`src/design/wesfc_pkg.sv`:
```
// Shared constants and types for the wheel encoder sample filter and step counter.
`default_nettype none

package wesfc_pkg;

    // Window depth default and fixed field widths
    localparam int WINDOW_DEFAULT = 10;
    localparam int SAMPLE_W       = 12;
    localparam int SUM_W          = 16;
    localparam int HYST_W         = 8;
    localparam int SPT_W          = 8;
    localparam int COUNT_W        = 32;
    localparam int CFG_IDX_W      = 2;
    localparam int CFG_DATA_W     = 12;
    localparam int QUEUE_DEPTH    = 2;

    // Configuration register reset values
    localparam logic [SAMPLE_W-1:0] THRESHOLD_RESET  = 12'd1390;
    localparam logic [HYST_W-1:0]   HYSTERESIS_RESET = 8'd20;
    localparam logic [SPT_W-1:0]    SPT_RESET        = 8'd16;

    // Configuration register indexes
    localparam logic [CFG_IDX_W-1:0] REG_THRESHOLD  = 2'd0;
    localparam logic [CFG_IDX_W-1:0] REG_HYSTERESIS = 2'd1;
    localparam logic [CFG_IDX_W-1:0] REG_SPT        = 2'd2;

    // Queue status seen by the front and back parts
    typedef struct packed {
        logic empty;
        logic full;
    } q_stat_t;

endpackage

`default_nettype wire

```
`src/design/wesfc_front.sv`:
```
// Front part: accepts samples, updates the ring buffer and the running window sum.
`default_nettype none

module wesfc_front #(
    parameter int WINDOW = wesfc_pkg::WINDOW_DEFAULT
) (
    input  wire logic                          clk,
    input  wire logic                          rst_n,
    input  wire logic                          in_valid,
    output logic                               in_stall,
    input  wire logic [wesfc_pkg::SAMPLE_W-1:0] sample,
    input  wire wesfc_pkg::q_stat_t            q_stat,
    output logic                               push,
    output logic [wesfc_pkg::SUM_W-1:0]        push_sum
);

    localparam int SlotW = (WINDOW > 1) ? $clog2(WINDOW) : 1;
    localparam logic [SlotW-1:0] LastSlot = SlotW'(WINDOW - 1);

    logic [wesfc_pkg::SAMPLE_W-1:0] store_reg [WINDOW];
    logic [wesfc_pkg::SUM_W-1:0]    sum_reg;
    logic [wesfc_pkg::SUM_W-1:0]    sum_next;
    logic [SlotW-1:0]               slot_reg;
    logic [SlotW-1:0]               slot_next;
    logic                           accept;

    // Stall while the queue has no room
    assign in_stall = q_stat.full;
    assign accept   = in_valid && !q_stat.full;

    // Replace the oldest sample in the running sum, wrapping at 16 bits
    assign sum_next  = sum_reg - wesfc_pkg::SUM_W'(store_reg[slot_reg])
                     + wesfc_pkg::SUM_W'(sample);
    assign slot_next = (slot_reg == LastSlot) ? '0 : slot_reg + 1'b1;

    assign push     = accept;
    assign push_sum = sum_next;

    // Hold the window, the sum and the write slot
    always_ff @(posedge clk or negedge rst_n)
    begin
        if (!rst_n)
        begin
            sum_reg  <= '0;
            slot_reg <= '0;
            for (int i = 0; i < WINDOW; i++)
            begin
                store_reg[i] <= '0;
            end
        end
        else if (accept)
        begin
            sum_reg             <= sum_next;
            slot_reg            <= slot_next;
            store_reg[slot_reg] <= sample;
        end
    end

endmodule

`default_nettype wire

```
`src/design/wesfc_queue.sv`:
```
// Short queue of window sums between the front and back parts.
`default_nettype none

module wesfc_queue (
    input  wire logic                          clk,
    input  wire logic                          rst_n,
    input  wire logic                          push,
    input  wire logic [wesfc_pkg::SUM_W-1:0]   push_sum,
    input  wire logic                          pop,
    output logic [wesfc_pkg::SUM_W-1:0]        head_sum,
    output wesfc_pkg::q_stat_t                 q_stat
);

    localparam int PtrW = $clog2(wesfc_pkg::QUEUE_DEPTH);
    localparam int CntW = $clog2(wesfc_pkg::QUEUE_DEPTH + 1);
    localparam logic [CntW-1:0] FullCount = CntW'(wesfc_pkg::QUEUE_DEPTH);
    localparam logic [PtrW-1:0] LastPtr   = PtrW'(wesfc_pkg::QUEUE_DEPTH - 1);

    logic [wesfc_pkg::SUM_W-1:0] entry_reg [wesfc_pkg::QUEUE_DEPTH];
    logic [PtrW-1:0]             wr_ptr_reg;
    logic [PtrW-1:0]             rd_ptr_reg;
    logic [CntW-1:0]             count_reg;
    logic [CntW-1:0]             count_next;

    assign q_stat.empty = (count_reg == '0);
    assign q_stat.full  = (count_reg == FullCount);
    assign head_sum     = entry_reg[rd_ptr_reg];

    always_comb
    begin
        count_next = count_reg;
        if (push && !pop)
        begin
            count_next = count_reg + 1'b1;
        end
        else if (pop && !push)
        begin
            count_next = count_reg - 1'b1;
        end
    end

    // Advance pointers and count
    always_ff @(posedge clk or negedge rst_n)
    begin
        if (!rst_n)
        begin
            wr_ptr_reg <= '0;
            rd_ptr_reg <= '0;
            count_reg  <= '0;
        end
        else
        begin
            count_reg <= count_next;
            if (push)
            begin
                wr_ptr_reg <= (wr_ptr_reg == LastPtr) ? '0 : wr_ptr_reg + 1'b1;
            end
            if (pop)
            begin
                rd_ptr_reg <= (rd_ptr_reg == LastPtr) ? '0 : rd_ptr_reg + 1'b1;
            end
        end
    end

    // Store pushed sums
    always_ff @(posedge clk)
    begin
        if (push)
        begin
            entry_reg[wr_ptr_reg] <= push_sum;
        end
    end

endmodule

`default_nettype wire

```
`src/design/wesfc_back.sv`:
```
// Back part: averages the window sum, runs the hysteresis comparator and the counters.
`default_nettype none

module wesfc_back #(
    parameter int WINDOW = wesfc_pkg::WINDOW_DEFAULT
) (
    input  wire logic                             clk,
    input  wire logic                             rst_n,
    input  wire wesfc_pkg::q_stat_t               q_stat,
    input  wire logic [wesfc_pkg::SUM_W-1:0]      head_sum,
    output logic                                  pop,
    input  wire logic [wesfc_pkg::SAMPLE_W-1:0]   threshold,
    input  wire logic [wesfc_pkg::HYST_W-1:0]     hysteresis,
    input  wire logic [wesfc_pkg::SPT_W-1:0]      steps_per_turn,
    output logic                                  out_valid,
    input  wire logic                             out_stall,
    output logic [wesfc_pkg::SAMPLE_W-1:0]        filtered,
    output logic                                  rise_seen,
    output logic                                  step_counted,
    output logic [wesfc_pkg::COUNT_W-1:0]         step_total,
    output logic [wesfc_pkg::COUNT_W-1:0]         turn_total,
    output logic                                  indicator_on
);

    localparam int SW = wesfc_pkg::SAMPLE_W;
    localparam int CW = wesfc_pkg::COUNT_W;
    // Reciprocal multiply that is exact for every 16-bit sum
    localparam int ShiftK = wesfc_pkg::SUM_W + $clog2(WINDOW);
    localparam int RecipW = wesfc_pkg::SUM_W + 1;
    localparam int ProdW  = wesfc_pkg::SUM_W + RecipW;
    localparam logic [RecipW-1:0] Recip = RecipW'(((1 << ShiftK) + WINDOW - 1) / WINDOW);

    logic [ProdW-1:0]               prod;
    logic [SW-1:0]                  filt;
    logic [SW:0]                    upper;
    logic [SW-1:0]                  lower;
    logic                           rise;
    logic                           fall;
    logic [wesfc_pkg::SPT_W-1:0]    sit_inc;
    logic                           turn_done;

    logic                           valid_reg;
    logic [SW-1:0]                  prev_filt_reg;
    logic                           rise_reg;
    logic                           step_reg;
    logic                           armed_reg;
    logic [CW-1:0]                  step_count_reg;
    logic [wesfc_pkg::SPT_W-1:0]    sit_reg;
    logic [CW-1:0]                  turn_count_reg;
    logic                           ind_reg;

    // Take the next item when the output register is free or being drained
    assign pop = !q_stat.empty && (!valid_reg || !out_stall);

    // Floor of sum over window
    assign prod = ProdW'(head_sum) * ProdW'(Recip);
    assign filt = prod[ShiftK +: SW];

    // Comparator levels: upper without wrap, lower saturating at zero
    assign upper = {1'b0, threshold} + (SW + 1)'(hysteresis);
    assign lower = (threshold >= SW'(hysteresis)) ? threshold - SW'(hysteresis) : '0;

    assign rise = ({1'b0, prev_filt_reg} <= upper) && ({1'b0, filt} > upper);
    assign fall = armed_reg && (prev_filt_reg >= lower) && (filt < lower);

    assign sit_inc   = sit_reg + 1'b1;
    assign turn_done = (sit_inc >= steps_per_turn);

    // Hold comparator state, counters and the output register
    always_ff @(posedge clk or negedge rst_n)
    begin
        if (!rst_n)
        begin
            valid_reg      <= 1'b0;
            prev_filt_reg  <= '0;
            rise_reg       <= 1'b0;
            step_reg       <= 1'b0;
            armed_reg      <= 1'b0;
            step_count_reg <= '0;
            sit_reg        <= '0;
            turn_count_reg <= '0;
            ind_reg        <= 1'b0;
        end
        else
        begin
            if (pop)
            begin
                valid_reg     <= 1'b1;
                prev_filt_reg <= filt;
                rise_reg      <= rise;
                step_reg      <= fall;
                if (rise)
                begin
                    armed_reg <= 1'b1;
                end
                else if (fall)
                begin
                    armed_reg <= 1'b0;
                end
                if (fall)
                begin
                    step_count_reg <= step_count_reg + 1'b1;
                    if (turn_done)
                    begin
                        sit_reg        <= '0;
                        turn_count_reg <= turn_count_reg + 1'b1;
                        ind_reg        <= !ind_reg;
                    end
                    else
                    begin
                        sit_reg <= sit_inc;
                    end
                end
            end
            else if (!out_stall)
            begin
                valid_reg <= 1'b0;
            end
        end
    end

    assign out_valid    = valid_reg;
    assign filtered     = prev_filt_reg;
    assign rise_seen    = rise_reg;
    assign step_counted = step_reg;
    assign step_total   = step_count_reg;
    assign turn_total   = turn_count_reg;
    assign indicator_on = ind_reg;

endmodule

`default_nettype wire

```
`src/design/wheel_encoder_sample_filter_counter_unit.sv`:
```
// Top level of one wheel channel: configuration registers, front part, queue, back part.
//
// Usage:
//   Input channel (in_valid / in_stall) carries one 12-bit sensor sample per item.
//   Output channel (out_valid / out_stall) returns one result item per sample:
//   the floored moving average over WINDOW samples, rise and step flags, the
//   step and turn totals, and the indicator level.
//   Configuration writes (cfg_valid / cfg_ready, cfg_index, cfg_data) set the
//   threshold, hysteresis and steps per turn; cfg_ready is always high, and
//   writes are to be made while no item is in flight; the block does not enforce this.
//   Data path: a sample accepted by the front updates the window, and the new
//   window sum is pushed into the queue; the back then averages and compares
//   it into the output register. Throughput: one item per cycle while the
//   receiver does not stall, set by the window read/write in the front and
//   the reciprocal multiply plus compare in the back.
//   Reset clears the window, sum, comparator state, counters and queue, and
//   loads the register defaults. While the receiver stalls, the output item
//   holds, the two-entry queue fills, and then in_stall rises.
`default_nettype none

module wheel_encoder_sample_filter_counter_unit #(
    parameter int WINDOW = wesfc_pkg::WINDOW_DEFAULT
) (
    input  wire logic                             clk,
    input  wire logic                             rst_n,
    input  wire logic                             in_valid,
    output logic                                  in_stall,
    input  wire logic [wesfc_pkg::SAMPLE_W-1:0]   sample,
    output logic                                  out_valid,
    input  wire logic                             out_stall,
    output logic [wesfc_pkg::SAMPLE_W-1:0]        filtered,
    output logic                                  rise_seen,
    output logic                                  step_counted,
    output logic [wesfc_pkg::COUNT_W-1:0]         step_total,
    output logic [wesfc_pkg::COUNT_W-1:0]         turn_total,
    output logic                                  indicator_on,
    input  wire logic                             cfg_valid,
    output logic                                  cfg_ready,
    input  wire logic [wesfc_pkg::CFG_IDX_W-1:0]  cfg_index,
    input  wire logic [wesfc_pkg::CFG_DATA_W-1:0] cfg_data
);

    logic [wesfc_pkg::SAMPLE_W-1:0] threshold_reg;
    logic [wesfc_pkg::HYST_W-1:0]   hysteresis_reg;
    logic [wesfc_pkg::SPT_W-1:0]    spt_reg;
    wesfc_pkg::q_stat_t             q_stat;
    logic                           push;
    logic                           pop;
    logic [wesfc_pkg::SUM_W-1:0]    push_sum;
    logic [wesfc_pkg::SUM_W-1:0]    head_sum;

    assign cfg_ready = 1'b1;

    // Write configuration registers; unknown indexes drop
    always_ff @(posedge clk or negedge rst_n)
    begin
        if (!rst_n)
        begin
            threshold_reg  <= wesfc_pkg::THRESHOLD_RESET;
            hysteresis_reg <= wesfc_pkg::HYSTERESIS_RESET;
            spt_reg        <= wesfc_pkg::SPT_RESET;
        end
        else if (cfg_valid && cfg_ready)
        begin
            case (cfg_index)
                wesfc_pkg::REG_THRESHOLD:  threshold_reg  <= cfg_data;
                wesfc_pkg::REG_HYSTERESIS: hysteresis_reg <= cfg_data[wesfc_pkg::HYST_W-1:0];
                wesfc_pkg::REG_SPT:        spt_reg        <= cfg_data[wesfc_pkg::SPT_W-1:0];
                default:                   ;
            endcase
        end
    end

    wesfc_front #(
        .WINDOW (WINDOW)
    ) u_front (
        .clk      (clk),
        .rst_n    (rst_n),
        .in_valid (in_valid),
        .in_stall (in_stall),
        .sample   (sample),
        .q_stat   (q_stat),
        .push     (push),
        .push_sum (push_sum)
    );

    wesfc_queue u_queue (
        .clk      (clk),
        .rst_n    (rst_n),
        .push     (push),
        .push_sum (push_sum),
        .pop      (pop),
        .head_sum (head_sum),
        .q_stat   (q_stat)
    );

    wesfc_back #(
        .WINDOW (WINDOW)
    ) u_back (
        .clk            (clk),
        .rst_n          (rst_n),
        .q_stat         (q_stat),
        .head_sum       (head_sum),
        .pop            (pop),
        .threshold      (threshold_reg),
        .hysteresis     (hysteresis_reg),
        .steps_per_turn (spt_reg),
        .out_valid      (out_valid),
        .out_stall      (out_stall),
        .filtered       (filtered),
        .rise_seen      (rise_seen),
        .step_counted   (step_counted),
        .step_total     (step_total),
        .turn_total     (turn_total),
        .indicator_on   (indicator_on)
    );

endmodule

`default_nettype wire

```
`config.mk`:
```
export PLATFORM = sky130hd
export DESIGN_NAME = wheel_encoder_sample_filter_counter_unit
export DESIGN_NICKNAME = d
export VERILOG_FILES = /design/src/design/wesfc_pkg.sv /design/src/design/wesfc_front.sv /design/src/design/wesfc_queue.sv /design/src/design/wesfc_back.sv /design/src/design/wheel_encoder_sample_filter_counter_unit.sv
export SDC_FILE = /design/constraint.sdc
export NUM_CORES = 1
export LEC_CHECK = 0
export BUFFER_PORTS_ARGS = -buffer_cell sky130_fd_sc_hd__buf_4
export CELL_PAD_IN_SITES_DETAIL_PLACEMENT = 1
export CELL_PAD_IN_SITES_GLOBAL_PLACEMENT = 1
export CORE_MARGIN = 4
export CORE_UTILIZATION = 46
export CTS_BUF_LIST = sky130_fd_sc_hd__clkbuf_4
export DETAILED_ROUTE_END_ITERATION = 10
export PLACE_DENSITY = 0.88
export SLEW_MARGIN = 0
export SYNTH_ARGS = -nofsm -noshare
export SYNTH_HDL_FRONTEND = slang
export SYNTH_SLANG_ARGS = --single-unit
```
`constraint.sdc`:
```
create_clock -name clk -period 8.3 [get_ports clk]
set_input_delay 1.245 -clock clk [delete_from_list [all_inputs] [get_ports clk]]
set_output_delay 1.245 -clock clk [all_outputs]
set_load 0.02 [all_outputs]
```
### After elaboration in Yosys (flattened, before gate mapping)

Memory sizes are Yosys's and may differ from the RTL's.
Index checks and enable logic that the tools add are counted.

| operators by class | value |
|---|---|
| equal/unequal tests | 5 |
| multiplexer cells | 19 |
| magnitude comparators | 8 |
| bitwise logic cells | 1 |
| multiply operators | 1 |
| $add $sub $neg | 12 |
| reduce and logical (&&, ||, !) cells | 26 |

Operators with widths:

| cell | count |
|---|---|
| $bwmux 120 | 1 |
| $add 32x1->32 const B | 2 |
| $bmux 12 s4 | 1 |
| $demux 12 s4 | 1 |
| $mux 12 | 4 |
| $mul 16x16->31 const B | 1 |
| $add 16x12->16 | 1 |
| $sub 16x12->16 | 1 |
| $add 12x8->13 | 1 |
| $gt 12x13->1 | 1 |
| $le 12x13->1 | 1 |
| $ge 12x12->1 | 1 |
| $ge 12x8->1 | 1 |
| $lt 12x12->1 | 1 |
| $sub 12x8->12 | 1 |
| $reduce_and 2->1 | 5 |
| $add 8x1->8 const B | 1 |
| $ge 8x8->1 | 1 |
| $logic_and 1x1->1 | 8 |
| $mux 1 | 8 |
| $mux 8 | 1 |
| $logic_not 1->1 | 7 |
| $ge 5x5->1 const B | 1 |
| $lt 5x1->1 const B | 1 |
| other kinds (15) | 20 |

| word-level totals | value |
|---|---|
| flip-flop bits (word level) | 261 |
| RAM bits | 32 |
| memories | 1 |
| input port bits | 31 |

Memory list:

| name | words | bits a word | rd ports | clocked after Yosys merged registers in | write ports | RTL line | RTL |
|---|---|---|---|---|---|---|---|
| u_queue.entry_reg | 2 | 16 | 1 | 0 | 1 | wesfc_queue.sv:19 | `logic [wesfc_pkg::SUM_W-1:0] entry_reg [wesfc_pkg::QUEUE_DEPTH];` |

### Logic depth before layout (Yosys ltp)

Gate-level depths: netlist of run 1.

| depth | value |
|---|---|
| depth in word-level cells | 7 |
| gate-level depth with buffers | 36 |
| gate-level depth less buffers | 32 |

### Modules after synthesis

Synthesis of run 1 repeated with hierarchy kept, for this count alone.

| second synthesis, totals | value |
|---|---|
| cells, all modules | 1944 |
| area, all modules | 20423.3 um^2 |

By module, submodules not included:

| module | cells an instance | instances | area each (um^2) |
|---|---|---|---|
| wesfc_back | 1137 | 1 | 10722.8 |
| wesfc_front | 679 | 1 | 7215.7 |
| wesfc_queue | 66 | 1 | 1392.6 |
| wheel_encoder_sample_filter_counter_unit | 62 | 1 | 1092.3 |

### Worst setup path before layout of run 1

No wires, ideal clock.

| timing path | value |
|---|---|
| path type | register -> register |
| start | register u_queue.rd_ptr_reg |
| end | register u_back.sit_reg[5] (netlist bit) |
| stages on the path, launching flop included | 32 |
| setup time | 0.133 ns |
| path buffers | 4 |
| required time | 8.167 ns |
| slack | -0.471 ns |
| arrival time | 8.638 ns |
| period minus slack after synthesis | 8.771 ns |
| path through | dfrtp_1 -> buf_6 -> clkbuf_1 -> mux2_2 -> ha_1 -> inv_1 -> fa_1 -> inv_1 -> fa_1 -> fa_1 -> fa_1 -> inv_1 -> fa_1 -> inv_1 -> ha_1 -> and4_1 -> and3_1 -> a221oi_2 -> o21ai_2 -> a41o_4 -> a211oi_2 -> o21bai_4 -> a21oi_1 -> o21bai_1 -> xnor2_1 -> ha_1 -> a2111oi_0 -> nand2_1 -> clkbuf_1 -> clkbuf_1 -> o31ai_2 -> o41ai_2 |

| on the way | value |
|---|---|
| longest elaborated chain between the ends | 5 |

RTL lines:

| element | RTL line | RTL |
|---|---|---|
| from (decl) | wesfc_queue.sv:21 | `logic [PtrW-1:0] rd_ptr_reg;` |
| from (signal assigned) | wesfc_queue.sv:60 | `rd_ptr_reg <= (rd_ptr_reg == LastPtr) ? '0 : rd_ptr_reg + 1'b1;` |
| $mem_v2 2x16 | n/a |  |
| $mul 16x16->31 | wesfc_back.sv:56 | `assign prod = ProdW'(head_sum) * ProdW'(Recip);` |
| via u_back.prod[31] | wesfc_back.sv:33 | `logic [ProdW-1:0] prod;` |
| $lt 12x12->1 | wesfc_back.sv:64 | `assign fall = armed_reg && (prev_filt_reg >= lower) && (filt < lower);` |
| $logic_and 1x1->1 | wesfc_back.sv:64 |  |
| $reduce_and 2->1 (no source line) | n/a |  |
| to (signal assigned) | wesfc_back.sv:111 | `sit_reg <= sit_inc;` |
| to (decl) | wesfc_back.sv:48 | `logic [wesfc_pkg::SPT_W-1:0] sit_reg;` |

The timed path passes the listed nets, and every way through them passes these cells.
A chain may end at the register's enable or synchronous reset.

### Final worst setup path of run 1

| timing path | value |
|---|---|
| start | register u_queue.rd_ptr_reg |
| end | register u_back.turn_count_reg[27] (netlist: u_back.turn_total[27]) |

| on the way | value |
|---|---|
| longest elaborated chain between the ends | 5 |

RTL lines:

| element | RTL line | RTL |
|---|---|---|
| $mem_v2 2x16 | n/a |  |
| $mul 16x16->31 | wesfc_back.sv:56 |  |
| via u_back.prod[28] | wesfc_back.sv:33 |  |
| $lt 12x12->1 | wesfc_back.sv:64 |  |
| $logic_and 1x1->1 | wesfc_back.sv:64 |  |
| $reduce_and 3->1 (no source line) | n/a |  |
| to (signal assigned) | wesfc_back.sv:106 | `turn_count_reg <= turn_count_reg + 1'b1;` |
| to (decl) | wesfc_back.sv:49 | `logic [CW-1:0] turn_count_reg;` |

The timed path passes the listed nets, and every way through them passes these cells.

==> flow_summary.toml, run 1 <==
[synthesis]
netlist.area_leader.share_pct = 30.8
synth.largest_area_cell = "dfrtp_1"
yosys.area_share.simple_pct = 12.1
synth_seq_cells = 293
synth_edf_count = 32
yosysSeqAreaShare_pct = 36.8
netlist_instances = 1972
synthTopCellsByArea = "dfrtp_1 31%, ha_1 13%, fa_1 9.1%, inv_1 4.8%, edfxtp_1 4.7%"
netlist_top_cells_count = "261 x inv_1, 251 x dfrtp_1, 213 x ha_1, 194 x nand2_1, 178 x o21ai_0"
ys_warn_count = 0
async_reset_ff_share_pct = 89.1
syn_nets = 2309
synth-xor-area-share_pct = 5.28
synth_cell_type_count = 82
yosysMostFrequentCell = "inv_1"
synth.avg_cell_area_sq_um = 10.4
synth_mux_area_share_pct = 7.05
synth_top_family_by_area = "adder cells"
synth_adder_area_share_pct = 22.2
synth-main-ff-cell = "dfrtp_1"
synth_area_sq_um = 20400
synth_compound_area_share_pct = 9.96

[worst_setup_path]
crit_required_ns = 9.00
end_kind = "register"
crit_top_cell = "inv_1"
worstPathArrival_ns = 9.85
rr_endpoint = "u_back.turn_total[27]$_DFFE_PN0P_"
crit_fanout = 6
cpMaxStageDelayCell = "fa_1"
critPathLaunchType = "register"
path_class = "register to register"
cp_slowest_stage_delay_ns = 0.62
rrSetupSlack_ns = -0.84
r2r_cells = 37
worstReg2RegStart = "u_queue.rd_ptr_reg$_DFFE_PN0P_"

[clocking]
max-clock-path-buffers = 3
clock_tree.root_cell = "clkbuf_4"
cts_buffers = 83
cts.sinks = 293
worst_skew_pair.late_latency_ns = 0.96
clk_pin_slew_ns = 0.12
cts_tree = "yes"
holdBufCountCts = 0
htree_levels = 3

[final_layout]
layout-drive-gt1-share_pct = 28.2
largest_reg_flops = 120
synthToLayoutAreaGrowth_pct = 23.5
nets = 2549
fin_area_sq_um = 25200
final_cells = 2857

[grt]
grt_pass1_wl_um = 117000
grt_usage_pct = 31.8
overflow = 0
grt_max_degree = 189
antenna_found_initial = 6
grt_pass1_vias = 19600

[die]
start_util_pct = 47.0
core_area_sq_um = 43500
pin_count = 113
fp.dieW_um = 219
row_count = 76
dieArea_sq_um = 47800
chipHeight_um = 219

[timing]
worstMarginPinSlew_ns = 1.22
fin_worst_hold_slack_ns = 0.356
fmax_mhz = 109
fin_crit_ns = 9.14
finalCritPeriodShare_pct = 110
drv_slew = 0
hold_viol = 0
clock_skew_ns = 0.146
worst_slack_ns = -0.845
setup_violations = 76
rsz0062_at_grt = "true"
relSlewSlack_pct = 18.1

[outcome]
outcome = "finished, violations left"
violations = "DRC, setup timing"

[drt]
drt_iter0_drc = 1913
dr.pass1.iters = 9
vias = 18600
wire_per_inst_um = 32.3
antenna_left = 0
wl_um = 92200
routed_via_density = 6.51
drc_errors = 2

[hold_path]
hp-class = "primary input to async pin"

[placed_design]
gp_congestion = 0.983
place_ws_ns = -0.509
hpwl_um = 46400
portBuffers = 111
place_inst = 2658
post_dp_cell_area_sq_um = 22300

[job]
max_cap_viol_count = 0
[per-layer routing]
metal | GRT usage, % | vias up | share of wire [%]
li1 | - | 7222 | -
met1 | 34.7 | 9285 | 33
met2 | 54.6 | 1422 | 47
met3 | 7.48 | 674 | 8.5
met4 | 22.3 | 0 | 11
met5 | 0 | - | 0
[worst max path at each step]
stage / startpoint / to / slack (ns)
global placement: u_queue.rd_ptr_reg$_DFFE_PN0P_ / u_back.armed_reg$_DFFE_PN0P_ / -0.30
finish: u_queue.rd_ptr_reg$_DFFE_PN0P_ / u_back.turn_total[27]$_DFFE_PN0P_ / -0.84
global route: u_queue.rd_ptr_reg$_DFFE_PN0P_ / u_back.turn_total[27]$_DFFE_PN0P_ / -0.91
CTS: u_queue.rd_ptr_reg$_DFFE_PN0P_ / u_back.step_total[14]$_DFFE_PN0P_ / 0.003
detailed placement: u_queue.rd_ptr_reg$_DFFE_PN0P_ / u_back.turn_total[28]$_DFFE_PN0P_ / -0.51
floorplan: u_queue.rd_ptr_reg$_DFFE_PN0P_ / u_back.sit_reg[5]$_DFFE_PN0P_ / 0.0000009
[worst max-delay path: cells and delay by family, from the launching register on]
| family | cells | cell delay (ns) |
|---|---|---|
| flip-flops | 1 | 0.50 |
| buffers and inverters | 13 | 1.61 |
| adder cells (fa/ha/maj) | 8 | 3.40 |
| multiplexers | 1 | 0.27 |
| AO/OA/AOI/OAI | 8 | 1.56 |
| XOR/XNOR | 2 | 0.49 |
| AND/OR/NAND/NOR | 5 | 1.08 |
[final cells by class]
type / instances / area (sq um)
Fill cell: 4626 / 18200
Multi-Input combinational cell: 1332 / 12800
Sequential cell: 293 / 7510
Timing Repair Buffer: 241 / 2180
Inverter: 261 / 985
Clock buffer: 118 / 886
Tap cell: 585 / 732
Clock inverter: 21 / 97.6
Antenna cell: 6 / 15.0
[kinds of logic after synthesis]
| group | count (synthesis) |
|---|---|
| other | 1 |
| and+or+nand+nor | 472 |
| AOI/OAI and AO/OA | 324 |
| DFF | 293 |
| adders and majority gates | 307 |
| buffers and inverters | 347 |
| xor gates and xnor gates | 123 |
| muxes | 105 |
[stage by stage]
stage	utilization (%)	setup TNS, ns
final	58.0	-53.68
after global routing	58.0	-60.84
after CTS	55.3	0
after detailed placement	51.3	-30.50
after global placement	51.2	-0.598
after floorplan	-	0
[what timing repair did]
action | in CTS | in global routing
gates cloned | 6 | 5
buffers inserted | 13 | 30
pin swaps | 36 | 70
gates resized for setup | 81 | 140
endpoints found under the setup margin | 76 | 76
[cell usage in the layout, fill, tap and decap left out, types with 24 or more instances in the layout]
cell type  Yosys  layout
ha_1         213     185
inv_1        261     248
nor2_1        55      54
buf_4          1     213
fa_1          93      90
nand2_1      194     191
xnor2_1       43      38
mux2_2        57      50
dfrtp_1      251     249
mux4_2        24      24
edfxtp_1      32      32
a21oi_1       33      28
nand4_1       33      33
clkbuf_4       0     118
a21o_1        33      33
xor2_1        80      74
nand3_1       37      36
o21ai_0      178     170
Power of run 1 is left out: the tool's default activity adds up to more than one toggle a clock period on the data nets, which glitch-free logic cannot reach.
==> run 2: changes to the inputs <==
- PLACE_DENSITY: 0.88 -> not set
- PLACE_DENSITY_LB_ADDON: not set -> 0.1
==> flow_summary.toml, run 2 (synthesis gave the netlist of run 1 again) <==
[final_layout]
fin_area_sq_um = 24400
synthToLayoutAreaGrowth_pct = 19.6
layout-drive-gt1-share_pct = 25.6
final_common_cell = "dfrtp_1"
post-route-util_pct = 56.2
nets = 2526
largest_reg_flops = 120
fill_cells = 4748
final_cell_mix = "249 x dfrtp_1, 244 x inv_1, 203 x buf_4, 192 x nand2_1, 187 x ha_1"

[clocking]
holdBufCountCts = 0
cts_tree = "yes"
cts.sinks = 293
worst_skew_pair.late_latency_ns = 0.81
max-clock-path-buffers = 3
clk_pin_slew_ns = 0.07
cts_buffers = 82
clock_tree.root_cell = "clkbuf_4"
htree_levels = 3

[worst_setup_path]
cp_slowest_stage_delay_ns = 0.58
end_kind = "register"
cpMaxStageDelayCell = "fa_1"
crit_fanout = 7
path_class = "register to register"
crit_required_ns = 9.01
worstPathArrival_ns = 8.94
critPathLaunchType = "register"

[timing]
fmax_mhz = 121
hold_viol = 0
setup_violations = 0
fin_crit_ns = 8.23
relSlewSlack_pct = 17.1
clock_skew_ns = 0.0651
drv_slew = 0
tns_ns = 0
fin_worst_hold_slack_ns = 0.475
worstMarginPinSlew_ns = 1.24
finalCritPeriodShare_pct = 99.2

[drt]
drt_iter0_drc = 729
wl_um = 58100
routed_via_density = 5.37
vias = 15200
drc_errors = 0
dr.pass1.iters = 4
top_layer_used = "met4"
met3_wirelength_um = 1780
antenna_left = 0
wl_met2_um = 30000
met1Wirelength_um = 24900
wire_per_inst_um = 20.5

[placed_design]
post_dp_cell_area_sq_um = 22300
hpwl_um = 41500
portBuffers = 111
gp_congestion = 0.859

[grt]
grt_pass1_wl_um = 91300
grt_max_degree = 86
antenna_found_initial = 1
grt_usage_pct = 24.2
overflow = 0
grt_pass1_vias = 16900

[die]
fp.dieW_um = 219
pin_count = 113
start_util_pct = 47.0
dieArea_sq_um = 47800
row_count = 76
core_area_sq_um = 43500
chipHeight_um = 219

[outcome]
outcome = "complete, no violations"

[hold_path]
hp-class = "primary input to async pin"

[job]
max_cap_viol_count = 0
-- run 2: cell types whose count changed in the layout (fill, tap and decap cells not counted), sizes merged --
cell      before  now
clkinv        17   24
buf          235  218
o211ai         6    7
diode          6    2
inv          263  264
clkbuf       122  120
clkinvlp       2    0
bufbuf         2    0
-- run 2: final cells by class --
| class | instances | area [sq um] | share of cell area, % |
|---|---|---|---|
| antenna | 2 | 5.00 | 0.0205 |
| clock buffer | 120 | 901 | 3.69 |
| clock inverter | 27 | 119 | 0.487 |
| inverter | 261 | 982 | 4.02 |
| multi-input combinational | 1333 | 12400 | 50.7 |
| sequential | 293 | 7510 | 30.8 |
| tap | 585 | 732 | 3.00 |
| timing repair buffer | 218 | 1790 | 7.32 |
-- run 2: worst max-delay path, delay by kind of cell, from the launching register on --
family	cells	cell delay, ns
adders and majority gates	8	3.26
AOI/OAI and AO/OA	11	1.84
buffers and inverters	7	1.11
and+or+nand+nor	3	0.76
DFF	1	0.46
xor gates and xnor gates	2	0.36
muxes	1	0.32
-- run 2: timing repair --
item,4_1_cts,5_1_grt
setup buffers,5,16
endpoints found under the hold margin,0,0
setup endpoints to repair,76,76
gates resized for setup,64,85
pin swaps,16,60
gates cloned,4,0
-- run 2: worst paths after layout --
check | startpoint | to | slack (ns) | cells past startpoint
worst max-delay path | u_queue.rd_ptr_reg$_DFFE_PN0P_ | u_back.step_total[7]$_DFFE_PN0P_ | 0.07 | 32
worst min-delay path | rst_n | u_back.filtered[0]$_DFFE_PN0P_ | 0.48 | 1
worst max register to register | u_queue.rd_ptr_reg$_DFFE_PN0P_ | u_back.step_total[7]$_DFFE_PN0P_ | 0.07 | 32
worst min register to register | u_back.rise_seen$_DFFE_PN0P_ | u_back.rise_seen$_DFFE_PN0P_ | 0.48 | 1
max in group asynchronous | rst_n | u_front.store_reg[68]$_DFFE_PN0P_ | 6.26 | 2
min in group clk | u_back.rise_seen$_DFFE_PN0P_ | u_back.rise_seen$_DFFE_PN0P_ | 0.48 | 1
-- run 2: per-layer routing --
layer  GRT usage (%)  up-vias
met5               0        -
met4            7.08        0
met3            3.99       91
met2            42.8      229
met1            30.6     7738
li1                -     7188
-- run 2: stage by stage --
| stage | std cells | setup slack [ns] |
|---|---|---|
| 6_report | 2839 | 0.0689 |
| 5_1_grt | 2839 | -0.0769 |
| 4_1_cts | 2822 | 0.00515 |
| 3_5_place_dp | 2666 | -0.323 |
| 3_3_place_gp | 2666 | -0.0761 |
| 2_1_floorplan | 1972 | 0.000000888 |
Power of run 2 is left out for the same reason.
